$ cat config.mk
export PLATFORM = sky130hd
export DESIGN_NAME = bounded_deque_search_delete
export DESIGN_NICKNAME = d
export VERILOG_FILES = /design/src/sv/dqsd_pkg.sv /design/src/sv/dqsd_cell.sv /design/src/sv/dqsd_ctrl.sv /design/src/sv/bounded_deque_search_delete.sv
export SDC_FILE = /design/constraint.sdc
export NUM_CORES = 2
export LEC_CHECK = 0
export ABC_AREA = 1
export ABC_CLOCK_PERIOD_IN_PS = 26100
export BUFFER_PORTS_ARGS = -buffer_cell sky130_fd_sc_hd__buf_2
export CELL_PAD_IN_SITES_DETAIL_PLACEMENT = 0
export CELL_PAD_IN_SITES_GLOBAL_PLACEMENT = 1
export CORE_MARGIN = 10
export CORE_UTILIZATION = 46
export DETAILED_ROUTE_END_ITERATION = 8
export PLACE_DENSITY = 0.89
export SYNTH_ARGS = -nofsm -noshare
export SYNTH_HDL_FRONTEND = slang
export SYNTH_HIERARCHICAL = 1
export SYNTH_SLANG_ARGS = --single-unit
$ cat constraint.sdc
create_clock -name clk -period 26.1 [get_ports clk]
set_input_delay 5.22 -clock clk [delete_from_list [all_inputs] [get_ports clk]]
set_output_delay 5.22 -clock clk [all_outputs]
set_load 0.02 [all_outputs]
$ cat src/sv/dqsd_pkg.sv
// Types and constants shared by the bounded deque with search and delete.
package dqsd_pkg;

  localparam int KEY_W  = 32;
  localparam int POS_W  = 4;
  localparam int CNT_W  = 5;
  localparam int CAP_W  = 5;
  localparam int ADDR_W = 3;
  localparam int DATA_W = 32;

  localparam logic [CAP_W-1:0] CAP_RESET = 5'd10;

  // Word index of the capacity register (paddr[2]).
  localparam logic REG_CAPACITY = 1'b0;

  typedef enum logic [2:0] {
    OP_PUSH_BACK  = 3'd0,
    OP_PUSH_FRONT = 3'd1,
    OP_POP_FRONT  = 3'd2,
    OP_POP_BACK   = 3'd3,
    OP_DELETE     = 3'd4,
    OP_SEARCH     = 3'd5,
    OP_CLEAR      = 3'd6
  } op_e;

  typedef enum logic [1:0] {
    ST_OK       = 2'd0,
    ST_FULL     = 2'd1,
    ST_EMPTY    = 2'd2,
    ST_NOTFOUND = 2'd3
  } status_e;

  // Which cell a command picks out along the chain.
  typedef enum logic [1:0] {
    SEL_NONE  = 2'd0,
    SEL_FIRST = 2'd1,
    SEL_LAST  = 2'd2,
    SEL_MATCH = 2'd3
  } sel_e;

  typedef struct packed {
    logic [2:0]       op;
    logic [KEY_W-1:0] key;
  } in_item_t;

  typedef struct packed {
    logic [1:0]       status;
    logic [POS_W-1:0] position;
    logic [KEY_W-1:0] removed_key;
    logic [CNT_W-1:0] count;
  } out_item_t;

  // Broadcast from the controller to every cell.
  typedef struct packed {
    sel_e             sel;
    logic             add_back;
    logic             add_front;
    logic             shift_down;
    logic [KEY_W-1:0] key;
  } cell_cmd_t;

endpackage

$ cat src/sv/dqsd_cell.sv
// One storage cell of the deque chain: holds one key and forwards the first selected entry.
module dqsd_cell
  import dqsd_pkg::*;
#(
  parameter int DEPTH = 16,
  parameter int IDX   = 0
) (
  input  logic                       clk,
  input  cell_cmd_t                  cmd,
  input  logic [$clog2(DEPTH+1)-1:0] occ,
  input  logic [KEY_W-1:0]           left_val,
  input  logic [KEY_W-1:0]           right_val,
  output logic [KEY_W-1:0]           entry,
  input  logic                       found_in,
  input  logic [$clog2(DEPTH)-1:0]   pos_in,
  input  logic [KEY_W-1:0]           key_in,
  output logic                       found_out,
  output logic [$clog2(DEPTH)-1:0]   pos_out,
  output logic [KEY_W-1:0]           key_out
);

  localparam int CW = $clog2(DEPTH+1);
  localparam int PW = $clog2(DEPTH);
  localparam logic [CW-1:0] MY_IDX  = CW'(IDX);
  localparam logic [CW-1:0] MY_NEXT = CW'(IDX + 1);

  logic [KEY_W-1:0] entry_r;
  logic [KEY_W-1:0] entry_nxt;
  logic             valid;
  logic             sel;

  assign valid = (MY_IDX < occ);

  always_comb begin
    case (cmd.sel)
      SEL_FIRST: sel = valid && (IDX == 0);
      SEL_LAST:  sel = valid && (MY_NEXT == occ);
      SEL_MATCH: sel = valid && (entry_r == cmd.key);
      default:   sel = 1'b0;
    endcase
  end

  // Pass along the first hit seen from the front.
  assign found_out = found_in | sel;
  assign pos_out   = found_in ? pos_in : PW'(IDX);
  assign key_out   = found_in ? key_in : entry_r;

  always_comb begin
    entry_nxt = entry_r;
    if (cmd.add_front) begin
      entry_nxt = left_val;
    end else if (cmd.shift_down && found_out) begin
      entry_nxt = right_val;
    end else if (cmd.add_back && (MY_IDX == occ)) begin
      entry_nxt = cmd.key;
    end
  end

  always_ff @(posedge clk) begin
    entry_r <= entry_nxt;
  end

  assign entry = entry_r;

endmodule

$ cat src/sv/dqsd_ctrl.sv
// Command decode, occupancy count and result register of the deque.
module dqsd_ctrl
  import dqsd_pkg::*;
#(
  parameter int DEPTH = 16
) (
  input  logic                       clk,
  input  logic                       rst_n,
  input  logic                       in_valid,
  output logic                       in_ready,
  input  in_item_t                   in_data,
  output logic                       out_valid,
  input  logic                       out_ready,
  output out_item_t                  out_data,
  input  logic [CAP_W-1:0]           capacity,
  output cell_cmd_t                  cmd,
  output logic [$clog2(DEPTH+1)-1:0] occ,
  input  logic                       hit_found,
  input  logic [$clog2(DEPTH)-1:0]   hit_pos,
  input  logic [KEY_W-1:0]           hit_key
);

  localparam int CW = $clog2(DEPTH+1);
  localparam int PW = $clog2(DEPTH);

  logic [CW-1:0] occ_r;
  logic [CW-1:0] occ_nxt;
  logic          out_valid_r;
  logic          out_valid_nxt;
  out_item_t     out_data_r;
  out_item_t     out_data_nxt;

  logic          in_fire;
  logic          empty;
  logic          full;
  status_e       status;
  logic [PW-1:0] pos;
  logic [KEY_W-1:0] removed;

  assign in_ready = !out_valid_r || out_ready;
  assign in_fire  = in_valid && in_ready;
  assign empty    = (occ_r == '0);
  // Capacity above DEPTH saturates; DEPTH itself always stops a push.
  assign full     = (occ_r == CW'(DEPTH)) || (32'(occ_r) >= 32'(capacity));

  always_comb begin
    cmd        = '0;
    cmd.sel    = SEL_NONE;
    cmd.key    = in_data.key;
    status     = ST_OK;
    pos        = '0;
    removed    = '0;
    occ_nxt    = occ_r;
    case (in_data.op)
      OP_PUSH_BACK, OP_PUSH_FRONT: begin
        if (full) begin
          status = ST_FULL;
        end else begin
          cmd.add_back  = in_fire && (in_data.op == OP_PUSH_BACK);
          cmd.add_front = in_fire && (in_data.op == OP_PUSH_FRONT);
          occ_nxt       = occ_r + 1'b1;
        end
      end
      OP_POP_FRONT, OP_POP_BACK: begin
        if (empty) begin
          status = ST_EMPTY;
        end else begin
          cmd.sel        = (in_data.op == OP_POP_FRONT) ? SEL_FIRST : SEL_LAST;
          cmd.shift_down = in_fire && (in_data.op == OP_POP_FRONT);
          pos            = hit_pos;
          removed        = hit_key;
          occ_nxt        = occ_r - 1'b1;
        end
      end
      OP_DELETE, OP_SEARCH: begin
        cmd.sel = SEL_MATCH;
        if (empty) begin
          status = ST_EMPTY;
        end else if (!hit_found) begin
          status = ST_NOTFOUND;
        end else begin
          pos = hit_pos;
          if (in_data.op == OP_DELETE) begin
            cmd.shift_down = in_fire;
            removed        = hit_key;
            occ_nxt        = occ_r - 1'b1;
          end
        end
      end
      OP_CLEAR: begin
        if (empty) begin
          status = ST_EMPTY;
        end
        occ_nxt = '0;
      end
      default: begin
      end
    endcase
  end

  always_comb begin
    out_data_nxt             = out_data_r;
    out_data_nxt.status      = status;
    out_data_nxt.position    = POS_W'(pos);
    out_data_nxt.removed_key = removed;
    out_data_nxt.count       = CNT_W'(occ_nxt);
    out_valid_nxt            = in_fire ? 1'b1 : (out_ready ? 1'b0 : out_valid_r);
  end

  always_ff @(posedge clk) begin
    if (!rst_n) begin
      occ_r       <= '0;
      out_valid_r <= 1'b0;
    end else begin
      out_valid_r <= out_valid_nxt;
      if (in_fire) begin
        occ_r <= occ_nxt;
      end
    end
  end

  // Result payload: load on every accepted beat.
  always_ff @(posedge clk) begin
    if (in_fire) begin
      out_data_r <= out_data_nxt;
    end
  end

  assign occ       = occ_r;
  assign out_valid = out_valid_r;
  assign out_data  = out_data_r;

  a_occ_bound: assert property (@(posedge clk) disable iff (!rst_n)
    occ_r <= CW'(DEPTH))
    else $error("occupancy above depth");

  a_push_grows: assert property (@(posedge clk) disable iff (!rst_n)
    in_fire && (in_data.op == OP_PUSH_BACK || in_data.op == OP_PUSH_FRONT) && !full
    |=> occ_r == $past(occ_r) + 1'b1)
    else $error("accepted push did not grow the deque");

  a_clear_empties: assert property (@(posedge clk) disable iff (!rst_n)
    in_fire && in_data.op == OP_CLEAR |=> occ_r == '0)
    else $error("clear left entries behind");

  a_count_matches: assert property (@(posedge clk) disable iff (!rst_n)
    in_fire |=> out_valid_r && out_data_r.count == CNT_W'(occ_r))
    else $error("reported count differs from occupancy");

endmodule

$ cat src/sv/bounded_deque_search_delete.sv
// Top level of the bounded deque with search and delete: config register and cell chain.
//
//   channel  direction  handshake                  payload
//   in_      input      in_valid / in_ready        in_item_t  {op, key}
//   out_     output     out_valid / out_ready      out_item_t {status, position,
//                                                              removed_key, count}
//   cfg_     input      APB psel/penable/pwrite    capacity at byte address 0
//
// Each command is resolved combinationally: all cells compare against the key at
// once and the chain hands the first hit toward the back in the same cycle.
// The result sits in an output register; a new beat is taken while that
// register drains, so a command per cycle flows when out_ready stays high.
// Reset clears the count, the result valid and sets capacity to 10; cell
// contents are left as they are. A stalled result holds the input off.
module bounded_deque_search_delete
  import dqsd_pkg::*;
#(
  parameter int DEPTH = 16
) (
  input  logic              clk,
  input  logic              rst_n,
  input  logic              in_valid,
  output logic              in_ready,
  input  in_item_t          in_data,
  output logic              out_valid,
  input  logic              out_ready,
  output out_item_t         out_data,
  input  logic              cfg_psel,
  input  logic              cfg_penable,
  input  logic              cfg_pwrite,
  input  logic [ADDR_W-1:0] cfg_paddr,
  input  logic [DATA_W-1:0] cfg_pwdata,
  output logic [DATA_W-1:0] cfg_prdata,
  output logic              cfg_pready
);

  localparam int CW = $clog2(DEPTH+1);
  localparam int PW = $clog2(DEPTH);

  logic [CAP_W-1:0] cap_r;
  logic [CAP_W-1:0] cap_nxt;
  logic             cfg_wr;

  cell_cmd_t        cmd;
  logic [CW-1:0]    occ;
  logic [KEY_W-1:0] entry   [DEPTH];
  logic             found_c [DEPTH+1];
  logic [PW-1:0]    pos_c   [DEPTH+1];
  logic [KEY_W-1:0] key_c   [DEPTH+1];

  assign cfg_pready = 1'b1;
  assign cfg_wr     = cfg_psel && cfg_penable && cfg_pwrite && cfg_pready;
  assign cfg_prdata = (cfg_paddr[2] == REG_CAPACITY) ? DATA_W'(cap_r) : '0;

  always_comb begin
    cap_nxt = cap_r;
    if (cfg_wr && (cfg_paddr[2] == REG_CAPACITY)) begin
      cap_nxt = cfg_pwdata[CAP_W-1:0];
    end
  end

  always_ff @(posedge clk) begin
    if (!rst_n) begin
      cap_r <= CAP_RESET;
    end else begin
      cap_r <= cap_nxt;
    end
  end

  dqsd_ctrl #(.DEPTH(DEPTH)) u_ctrl (
    .clk       (clk),
    .rst_n     (rst_n),
    .in_valid  (in_valid),
    .in_ready  (in_ready),
    .in_data   (in_data),
    .out_valid (out_valid),
    .out_ready (out_ready),
    .out_data  (out_data),
    .capacity  (cap_r),
    .cmd       (cmd),
    .occ       (occ),
    .hit_found (found_c[DEPTH]),
    .hit_pos   (pos_c[DEPTH]),
    .hit_key   (key_c[DEPTH])
  );

  assign found_c[0] = 1'b0;
  assign pos_c[0]   = '0;
  assign key_c[0]   = '0;

  for (genvar i = 0; i < DEPTH; i++) begin : g_cell
    logic [KEY_W-1:0] left_val;
    logic [KEY_W-1:0] right_val;

    // Front cell takes the pushed key; back cell shifts in nothing useful.
    if (i == 0) begin : g_front
      assign left_val = cmd.key;
    end else begin : g_mid_l
      assign left_val = entry[i-1];
    end
    if (i == DEPTH-1) begin : g_back
      assign right_val = '0;
    end else begin : g_mid_r
      assign right_val = entry[i+1];
    end

    dqsd_cell #(.DEPTH(DEPTH), .IDX(i)) u_cell (
      .clk       (clk),
      .cmd       (cmd),
      .occ       (occ),
      .left_val  (left_val),
      .right_val (right_val),
      .entry     (entry[i]),
      .found_in  (found_c[i]),
      .pos_in    (pos_c[i]),
      .key_in    (key_c[i]),
      .found_out (found_c[i+1]),
      .pos_out   (pos_c[i+1]),
      .key_out   (key_c[i+1])
    );
  end

endmodule
# Word-level counts from Yosys, hierarchy flattened
# Cells that the tools add are included.
classes:
  muxes: 127
  magnitude_cmp: 17
  add_sub_neg: 2
  bitwise: 16
  reduce_logical: 97
  n_eq_ne: 42
ops:
  columns: ["operator", "count"]
  rows:
  - ["$mux 32", 67]
  - ["$eq 32x32->1", 16]
  - ["$logic_and 1x1->1", 71]
  - ["$pmux 32 s2", 1]
  - ["$reduce_bool 3->1", 16]
  - ["$mux 4", 11]
  - ["$eq 4x5->1 const A", 8]
  - ["$lt 4x5->1 const A", 8]
  - ["$pmux 1 s2", 16]
  - ["$mux 5", 6]
  - ["$eq 3x5->1 const A", 4]
  - ["$lt 3x5->1 const A", 4]
  - ["$pmux 5 s4", 1]
  - ["$mux 2", 9]
  - ["$or 1x1->1", 15]
  - ["$mux 3", 4]
  - ["$eq 2x5->1 const A", 2]
  - ["$lt 1x5->1 const A", 2]
  - ["$lt 2x5->1 const A", 2]
  - ["$eq 3x3->1 const B", 3]
  - ["$mux 1", 8]
  - ["$pmux 4 s2", 1]
  - ["$eq 3x2->1 const B", 2]
  - ["$pmux 2 s3", 1]
  - ["19 further kinds", 23]
totals:
  register_bits: 566
  out_inout_bits: 78
  word_cells: 324

# Longest topological paths before layout
depth:
  ltp_word: 27
  mapped_depth: 88
  ltp_nobuf: 57

# Hierarchy
# The synthesis kept the hierarchy.
modules_own_cells:
  columns: ["module", "cells_per_inst", "seq_area_each_um2", "n_inst", "area_each_um2"]
  rows:
  - ["dqsd_cell (g_cell[0].u_cell)", 511, 960.9, 1, 2984.1]
  - ["dqsd_cell (g_cell[1].u_cell)", 475, 960.9, 1, 2924.1]
  - ["dqsd_cell (g_cell[10].u_cell)", 478, 960.9, 1, 2915.3]
  - ["dqsd_cell (g_cell[11].u_cell)", 476, 960.9, 1, 2910.3]
  - ["dqsd_cell (g_cell[8].u_cell)", 478, 960.9, 1, 2910.3]
  - ["dqsd_cell (g_cell[13].u_cell)", 477, 960.9, 1, 2909.0]
  - ["dqsd_cell (g_cell[2].u_cell)", 478, 960.9, 1, 2907.8]
  - ["dqsd_cell (g_cell[3].u_cell)", 474, 960.9, 1, 2907.8]
  - ["dqsd_cell (g_cell[4].u_cell)", 477, 960.9, 1, 2904.0]
  - ["dqsd_cell (g_cell[5].u_cell)", 476, 960.9, 1, 2904.0]
  - ["dqsd_cell (g_cell[12].u_cell)", 477, 960.9, 1, 2902.8]
  - ["dqsd_cell (g_cell[6].u_cell)", 476, 960.9, 1, 2899.0]
  - ["dqsd_cell (g_cell[7].u_cell)", 473, 960.9, 1, 2899.0]
  - ["dqsd_cell (g_cell[9].u_cell)", 475, 960.9, 1, 2899.0]
  - ["+4 rows", null, null, null, null]

# Worst setup path after synthesis
# OpenSTA, ideal clock, no wires.
synth_timing:
  kind: "input port to flip-flop"
  start: "input port in_data[34] in the netlist's numbering"
  end: "register g_cell[10].u_cell.entry_r[0] (enable)"
  arrival_time_ns: 21.415
  path_slack_ns: 4.152
  cell_stages: 83
  cell_sequence: "inv_1 -> ha_1 -> nand2_2 -> o22ai_1 -> nand2_1 -> nor2_1 -> nand4_1 -> nor2_1 -> nand3_1 -> nand2_1 -> nand2_2 -> nand2_4 -> buf_4 -> clkbuf_1 -> inv_1 -> nand2_4 -> buf_4 -> clkbuf_1 -> [... 47 more ...] -> clkbuf_1 -> clkinv_1 -> nand2_4 -> buf_4 -> clkbuf_1 -> clkinv_1 -> nand2_4 -> buf_4 -> nand2_1 -> inv_1 -> nand3_2 -> nand2_4 -> nand2_1 -> a211oi_1 -> clkbuf_1 -> nand2_4 -> buf_6 -> o311ai_0"
synth_lines:
  columns: ["item", "line", "rtl"]
  rows:
  - ["from (decl)", "bounded_deque_search_delete.sv:24", "input in_item_t in_data,"]
  - ["to (signal assigned)", "dqsd_cell.sv:60", "entry_r <= entry_nxt;"]
  - ["to (decl)", "dqsd_cell.sv:27", "logic [KEY_W-1:0] entry_r;"]

==> out/results.tsv <==
stage	metric	value	unit
route	drt_iter0_markers	5243	
pwr	swShare	0.3559	
global_route	grt_pass1_vias	46080	
global_route	met1_usage	0.3862	
logic_synthesis	synth_top_area_frac	0.3341	
route	num_vias	49870	
logic_synthesis	yosys_warnings	6	
logic_synthesis	ys_seq_elements	566	
pwr	power.density	51.55	nW/um^2
setup_path	crit_family	buffers and inverters	
pwr	vdd_ir_drop_max	0.04576	mV
floorplanning	core	107400	um^2
timing	clock.fmax	49.36	MHz
logic_synthesis	syn-cell-area	49890	um^2
cells_and_area	final_cell_mix	3608 x nand2_1, 1269 x inv_1, 1091 x nand3_1	
floorplanning	fp.dieH	349.3	um
route	routed_via_density	5.286	
worst_hold_path	holdCritPathClass	reg -> reg	
setup_path	startpoint_type	input port	
setup_path	r2r_cells	66	
logic_synthesis	synth-compound-area-share	0.02581	
global_route	grt_max_degree	136	
cells_and_area	fin_nets	8063	
job	cap_violations	0	
floorplanning	rows	120	
cts	cts-root-buf	clkbuf_16	
pwr	internal_power	0.001766	W
cells_and_area	fillers	11230	
cts	clkTransAtPathRegs	0.06	ns
pwr	p_sw	0.0009761	W
logic_synthesis	synth-edff-count	555	
logic_synthesis	netlist.top_cell.by_area	edfxtp_1	
global_route	grt.total_usage	0.2942	
route	avgRoutedWirePerCell	19.68	um
route	final_antenna_net_count	0	
cts	holdBufCountCts	0	
status	status	finished, final reports clean	
setup_path	arrival	20.57	ns
timing	fin_setup_tns	0	ns
setup_path	cpMostUsedCell	nand2_4	
timing	worst_slew_pin_slew	1.296	ns
timing	setup_viol	0	
timing	slew_headroom	0.1359	
setup_path	r2r_end	g_cell[10].u_cell/entry[15]	
worst_hold_path	holdPathEnd	cap_r[1]	
global_route	grt_use_met3	0.04316	
global_route	gr-total-overflow	0	
cells_and_area	drive_above_1_share	0.06102	
timing	fin_crit_sh	0.7763	
timing	post-route-worst-setup-slack	5.839	ns
cts	cts_tree	yes	
cts	cts_made_buffers	73	
timing	slew_violations	0	
logic_synthesis	synth.distinct_cells	48	
cells_and_area	syn_to_final_growth	6.641	%
timing	hold_viol_final	0	
global_route	grt-busiest-layer	met2	
timing	fin_crit	20.26	ns
logic_synthesis	seq_area_frac_synth	0.3385	
pwr	pwr-share-seq	0.376	
setup_path	reg2reg_from	u_ctrl/occ[4]	
logic_synthesis	synthMuxAreaShare	0	
logic_synthesis	avgSynthCellArea	6.208	um^2
setup_path	cpPeakStageDelay	0.85	ns
cts	cts_resized	0	
placement	place.gp.congestion	0.9254	
worst_hold_path	hold-path-cell-count	2	
pwr	leakage	27.92	nW
setup_path	reg2reg_slack	9.95	ns
logic_synthesis	synth_flop_cell	edfxtp_1	
placement	post-place-ws	5.524	ns
setup_path	worst-path-buf-inv	33	
floorplanning	start_util	0.4647	
logic_synthesis	yosys-top-cells-area	edfxtp_1 33%, nand2_1 27%, nand3_1 11%	
cts	cts_sinks	566	
logic_synthesis	synth-xor-area-share	0.05934	
floorplanning	io_pins	155	
logic_synthesis	syn_inst	8036	
logic_synthesis	synth-simple-area-share	0.4220	
global_route	grt_pass1_wl	282600	um
logic_synthesis	synth_top_family_by_area	simple AND/OR/NAND/NOR gates	
setup_path	cp_slowest_cell	nand2_4	
placement	port_buffers	97	
floorplanning	die-width	349.3	um
timing	rsz0062_at_grt	false	
timing	fin_skew	0.02276	ns
setup_path	worstPathRequired	26.41	ns
worst_hold_path	min-delay-start	cap_r[1]	
cells_and_area	layout_commonest_cell	nand2_1	
pwr	pwr-share-clk	0.355	
logic_synthesis	async_flop_share	0	
pwr	combPwrFrac	0.269	
cells_and_area	n_antenna_cell	0	
cts	cts_setup_buffers	0	
global_route	antenna_found_initial	1	
floorplanning	die_area	122000	um^2
cts	h-tree-depth	3	
route	wl	185700	um
setup_path	critPathCaptureType	flip-flop	
placement	post-dp-hpwl	128400	um
global_route	use_met2	0.4617	
cts	cts_buffer_depth	3	
setup_path	worstSetupPathType	in -> reg	
route	drc	0	
cts	clk_latency	0.66	ns
route	dr.pass1.iters	6	
setup_path	worstPathMaxFanout	130	
logic_synthesis	synth_fa_ha_area_frac	0.002508	
## state kept, by name, summed over array words and instances (netlist names)
name / flops
u_ctrl/out_valid: 1
g_cell.u_cell/entry: 512
u_ctrl/out_data: 43
u_ctrl/occ: 5
cap_r: 5
## synth_stat cells, drive strengths merged (11+ instances only)
| master | instances |
|---|---|
| a21oi | 23 |
| buf | 222 |
| clkbuf | 231 |
| clkinv | 12 |
| dfxtp | 11 |
| edfxtp | 555 |
| inv | 1327 |
| nand2 | 3660 |
| nand3 | 1094 |
| nand4 | 24 |
| nor2 | 248 |
| o21ai | 200 |
| or2 | 37 |
| xnor2 | 334 |
## power by group through the flow
stage | Combinational [W] | Sequential [W] | Clock [W]
2_1_floorplan | 0.000499 | 0.00106 | 0
3_3_place_gp | 0.000712 | 0.00105 | 0
3_5_place_dp | 0.000718 | 0.00105 | 0
4_1_cts | 0.000719 | 0.00103 | 0.000986
5_1_grt | 0.000808 | 0.00103 | 0.00102
6_report | 0.000739 | 0.00103 | 0.000973
## tightest hold or removal path, cell delays in order, from the launching register on
cell	delay, ns
dfxtp_1	0.32
nand2_1	0.06
nand3_1	0.05
## worst max path at each step
stage          cells past startpoint  slack [ns]        start                     endpoint
2_1_floorplan                     83        4.15  in_data[34]   g_cell[10].u_cell/entry[0]
3_3_place_gp                      66        5.72  in_data[33]  g_cell[10].u_cell/entry[14]
3_5_place_dp                      66        5.52  in_data[33]  g_cell[10].u_cell/entry[14]
4_1_cts                           66        6.17  in_data[33]  g_cell[10].u_cell/entry[15]
5_1_grt                           66        4.80  in_data[33]  g_cell[10].u_cell/entry[15]
6_report                          66        5.84  in_data[33]  g_cell[10].u_cell/entry[15]
## metrics by stage
step                hold slack [ns]  utilization  total power [W]  cell area [um^2]  instances
floorplan                    0.4500            -         0.001556             50250       8131
global placement             0.4774       0.4754         0.001761             51040       9304
detailed placement           0.4752       0.4754         0.001767             51040       9304
CTS                          0.4883       0.4956         0.002736             53200       9433
global route                 0.5272       0.4956         0.002859             53200       9433
finish                       0.4892       0.4956         0.002742             53200       9433
## area by class of cell
cell class                      instances  area [um^2]  area share
Timing Repair Buffer                  223         1494     0.02808
Tap cell                             1403         1755     0.03300
Inverter                             1339         5026     0.09447
Clock inverter                         38        230.2    0.004327
Clock buffer                           91         1937     0.03641
Multi-Input combinational cell       5773        25870      0.4863
Sequential cell                       566        16890      0.3174
## metal layers
metal / part of all wire / wire (um)
met3: 0.082 / 15160
met1: 0.41 / 76840
met2: 0.44 / 81940
met4: 0.063 / 11720
met5: 0 / 0
## kinds of logic after synthesis
group           after synthesis
simple gates               5086
buf+inv                    1792
flops                       566
xor+xnor                    338
compound gates              242
fa+ha+maj                    10
other cells                   2
Power figures use the tool's default switching activity.
